===== config.mk =====
export PLATFORM = sky130hd
export DESIGN_NAME = cfbl_ram
export DESIGN_NICKNAME = d
export VERILOG_FILES = /design/src/hw/rtl/cfbl_ram.sv
export SDC_FILE = /design/constraint.sdc
export NUM_CORES = 1
export LEC_CHECK = 0
export BUFFER_PORTS_ARGS = -buffer_cell sky130_fd_sc_hd__buf_2
export CAP_MARGIN = 10
export CORE_MARGIN = 2
export CORE_UTILIZATION = 45
export CTS_BUF_LIST = sky130_fd_sc_hd__clkbuf_2
export DETAILED_ROUTE_END_ITERATION = 8
export GPL_TIMING_DRIVEN = 0
export PLACE_DENSITY = 0.68
export SYNTH_ARGS = -nofsm -noshare
export SYNTH_HDL_FRONTEND = slang
export SYNTH_SLANG_ARGS = --single-unit

===== constraint.sdc =====
create_clock -name clk -period 2.4 [get_ports clk]
set_input_delay 0.12 -clock clk [delete_from_list [all_inputs] [get_ports clk]]
set_output_delay 0.12 -clock clk [all_outputs]
set_load 0.1 [all_outputs]

===== src/hw/rtl/cfbl_ram.sv =====
// generic single write port ram with registered read
`default_nettype none
module cfbl_ram #(
  parameter int WIDTH = 8,
  parameter int DEPTH = 16
) (
  input  wire logic                     clk,
  input  wire logic                     we,
  input  wire logic [$clog2(DEPTH)-1:0] waddr,
  input  wire logic [WIDTH-1:0]         wdata,
  input  wire logic                     re,
  input  wire logic [$clog2(DEPTH)-1:0] raddr,
  output      logic [WIDTH-1:0]         rdata
);

  logic [WIDTH-1:0] mem [DEPTH];

  always_ff @(posedge clk) begin
    if (we) begin
      mem[waddr] <= wdata;
    end
    if (re) begin
      rdata <= mem[raddr];
    end
  end

endmodule
`default_nettype wire


==> results.json <==
{
  "status": "complete, no violations",
  "design.die.area_um2": 12500,
  "vias": 2491,
  "multiInputGateArea_um2": 1060,
  "grt_overflow": 0,
  "synthTopCellsByArea": "edfxtp_1 (78%), mux4_2 (7.8%), mux4_1 (7.0%)",
  "dpl.cell_count": 397,
  "fin_crit_sh_pct": 71.4,
  "initial_core_util_pct": 46.0,
  "yosysSeqAreaShare_pct": 78.1,
  "slew_headroom_pct": 16.2,
  "drt_wl_total_um": 9890,
  "ant_nets": 0,
  "path_clk_slew_ns": 0.19,
  "synthFlopType": "edfxtp_1",
  "fin_skew_ns": 0.0230,
  "hp-class": "in2reg",
  "hp-start": "waddr[3]",
  "fmax_mhz": 584,
  "end_kind": "flop",
  "maxCapViolations": 0,
  "fin_nets": 306,
  "synth_commonest_cells": "edfxtp_1 (136), mux4_2 (18), a22oi_1 (16), mux4_1 (14), nor2_1 (13)",
  "wl_per_cell_um": 22.3,
  "syn_avg_cell_area_um2": 22.8,
  "gp_congestion": 0.737,
  "die_w_um": 112,
  "hold_end": "mem[0][1]",
  "worst_pin_slew_ns": 1.25,
  "p_leak_uw": 0.00194,
  "grt_setup_unrepaired": "false",
  "crit_fanout": 8,
  "antenna_cells": 0,
  "detailed_place_hpwl_um": 6100,
  "async_flop_share_pct": 0,
  "layout-drive-gt1-share_pct": 28.3,
  "die_y_um": 112,
  "setup_tns_ns": 0,
  "cts_tree": "done",
  "syn_nets": 248,
  "syn_inst": 229,
  "cp.arrival_ns": 1.98,
  "setup_viol": 0,
  "pwr_density_cell_nw_per_um2": 728,
  "reg2reg_to": "rdata[0]",
  "clockBufferDepth": 2,
  "yosys.area.top_type_share_pct": 78.1,
  "grt_max_degree": 17,
  "setup.worst_path.start_class": "primary input",
  "portBuffers": 25,
  "post_cts_buffers": 0,
  "ir_drop_uv": 408,
  "drv_slew": 0,
  "h-tree-depth": 4,
  "syn_to_final_growth_pct": 12.7,
  "yosysTopAreaCell": "edfxtp_1",
  "core_um2": 11400,
  "instances_no_fill": 443,
  "drc": 0,
  "firstDrtPassIters": 4,
  "period_needed_ns": 1.71,
  "hold_viol": 0,
  "synth.most_common_cell": "edfxtp_1",
  "ios": 27,
  "crit_start": "waddr[2]",
  "ys_warn_count": 0,
  "r2r_slack_ns": 0.79,
  "final-seq-area_um2": 4080,
  "drt_iter0_markers": 214,
  "viasPerCell": 5.62,
  "ys_ff_latch": 136,
  "worstReg2RegStart": "mem[5][0]",
  "worstRegToRegCells": 3,
  "rows": 39,
  "n_fill_cell": 905,
  "antenna_found_initial": 0,
  "required_ns": 2.66,
  "hold_depth": 3,
  "syn_area_um2": 5230,
  "clock-sinks": 136,
  "synth_edf_count": 136,
  "cts_buffers": 17,
  "cts_root_buf": "clkbuf_2",
  "clock_latency_ns": 0.64,
  "synthDistinctLibCells": 18,
  "grt_pass1_wl_um": 15000,
  "grt_usage_pct": 16.8,
  "path_class": "in2reg",
  "first_global_vias": 2567
}
==> layout make-up <==
class                   count  share of cell area, %
flip-flops and latches    136                   69.3
multi-input cells          83                   17.9
repair buffers             39                   4.42
well taps                 143                   3.04
clock inverters            14                   2.27
clock buffers              18                   1.53
plain buffers              10                   1.47
==> repair_timing <==
| action | 4_1_cts | 5_1_grt |
|---|---|---|
| endpoints found under the hold margin | 168 | 1 |
| resized for setup | 0 | 0 |
| hold buffers | 12 | 1 |
==> routing by layer <==
layer	global-route usage (%)	vias up	share of wire [%]
li1	-	1097	-
met1	23.0	1274	43
met2	26.8	107	48
met3	4.14	13	7.3
met4	5.76	0	1.6
met5	0	-	0
==> worst max-delay path: stages <==
cell and delay (ns):
dlygate4sd3_1 0.53, buf_2 0.15, nand3b_1 0.23, nor3_1 0.94
==> power by group <==
part | internal (µW) | switching, µW
registers | 2670 | 11.0
logic | 116 | 233
clock network | 464 | 791
==> registers in the layout, indices dropped and copies added (netlist names) <==
name   flops
mem      128
rdata      8
==> worst max path at each step <==
stage | depth (start not counted) | slack (ns) | end
after floorplan | 2 | 0.79 | mem[0][0]
after global placement | 3 | 0.23 | mem[0][4]
after detailed placement | 3 | 0.23 | mem[0][2]
after CTS | 3 | 0.78 | rdata[0]
after global routing | 4 | 0.68 | mem[8][6]
final | 4 | 0.69 | mem[8][0]
==> through the flow <==
stage / power [µW] / setup slack, ns / util (%) / instance area (µm²) / hold WS (ns)
2_1_floorplan: 2960 / 0.787 / - / 5230 / 0.219
3_3_place_gp: 3060 / 0.233 / 48.7 / 5530 / 0.458
3_5_place_dp: 3070 / 0.226 / 48.7 / 5530 / 0.478
4_1_cts: 4330 / 0.776 / 51.7 / 5880 / 0.0475
5_1_grt: 4450 / 0.676 / 51.8 / 5890 / 0.00404
6_report: 4290 / 0.687 / 51.8 / 5890 / 0.0545
==> cells by family (layout without fill, tap and decap cells) <==
kind of cell | count (synthesis) | count (layout) | synth area share [%]
AO/OA/AOI/OAI | 16 | 16 | 2.30
buffers and inverters | 10 | 81 | 1.65
flip-flops | 136 | 136 | 78.1
multiplexers | 32 | 32 | 14.8
AND/OR/NAND/NOR | 35 | 35 | 3.14
==> layout by cell type (no fill, tap or decap), types with 2 or more instances in the layout <==
master / count
a22oi_1: 16
nand3b_1: 2
nand2_1: 9
clkinv_2: 4
edfxtp_1: 136
buf_2: 29
nor2_1: 13
nor3_1: 4
clkbuf_2: 18
dlygate4sd3_1: 13
clkinvlp_4: 5
clkinv_1: 2
clkdlybuf4s25_2: 3
mux4_2: 18
bufinv_16: 2
buf_6: 3
nand2b_1: 2
mux4_1: 14
(Power assumes the default switching activity.)
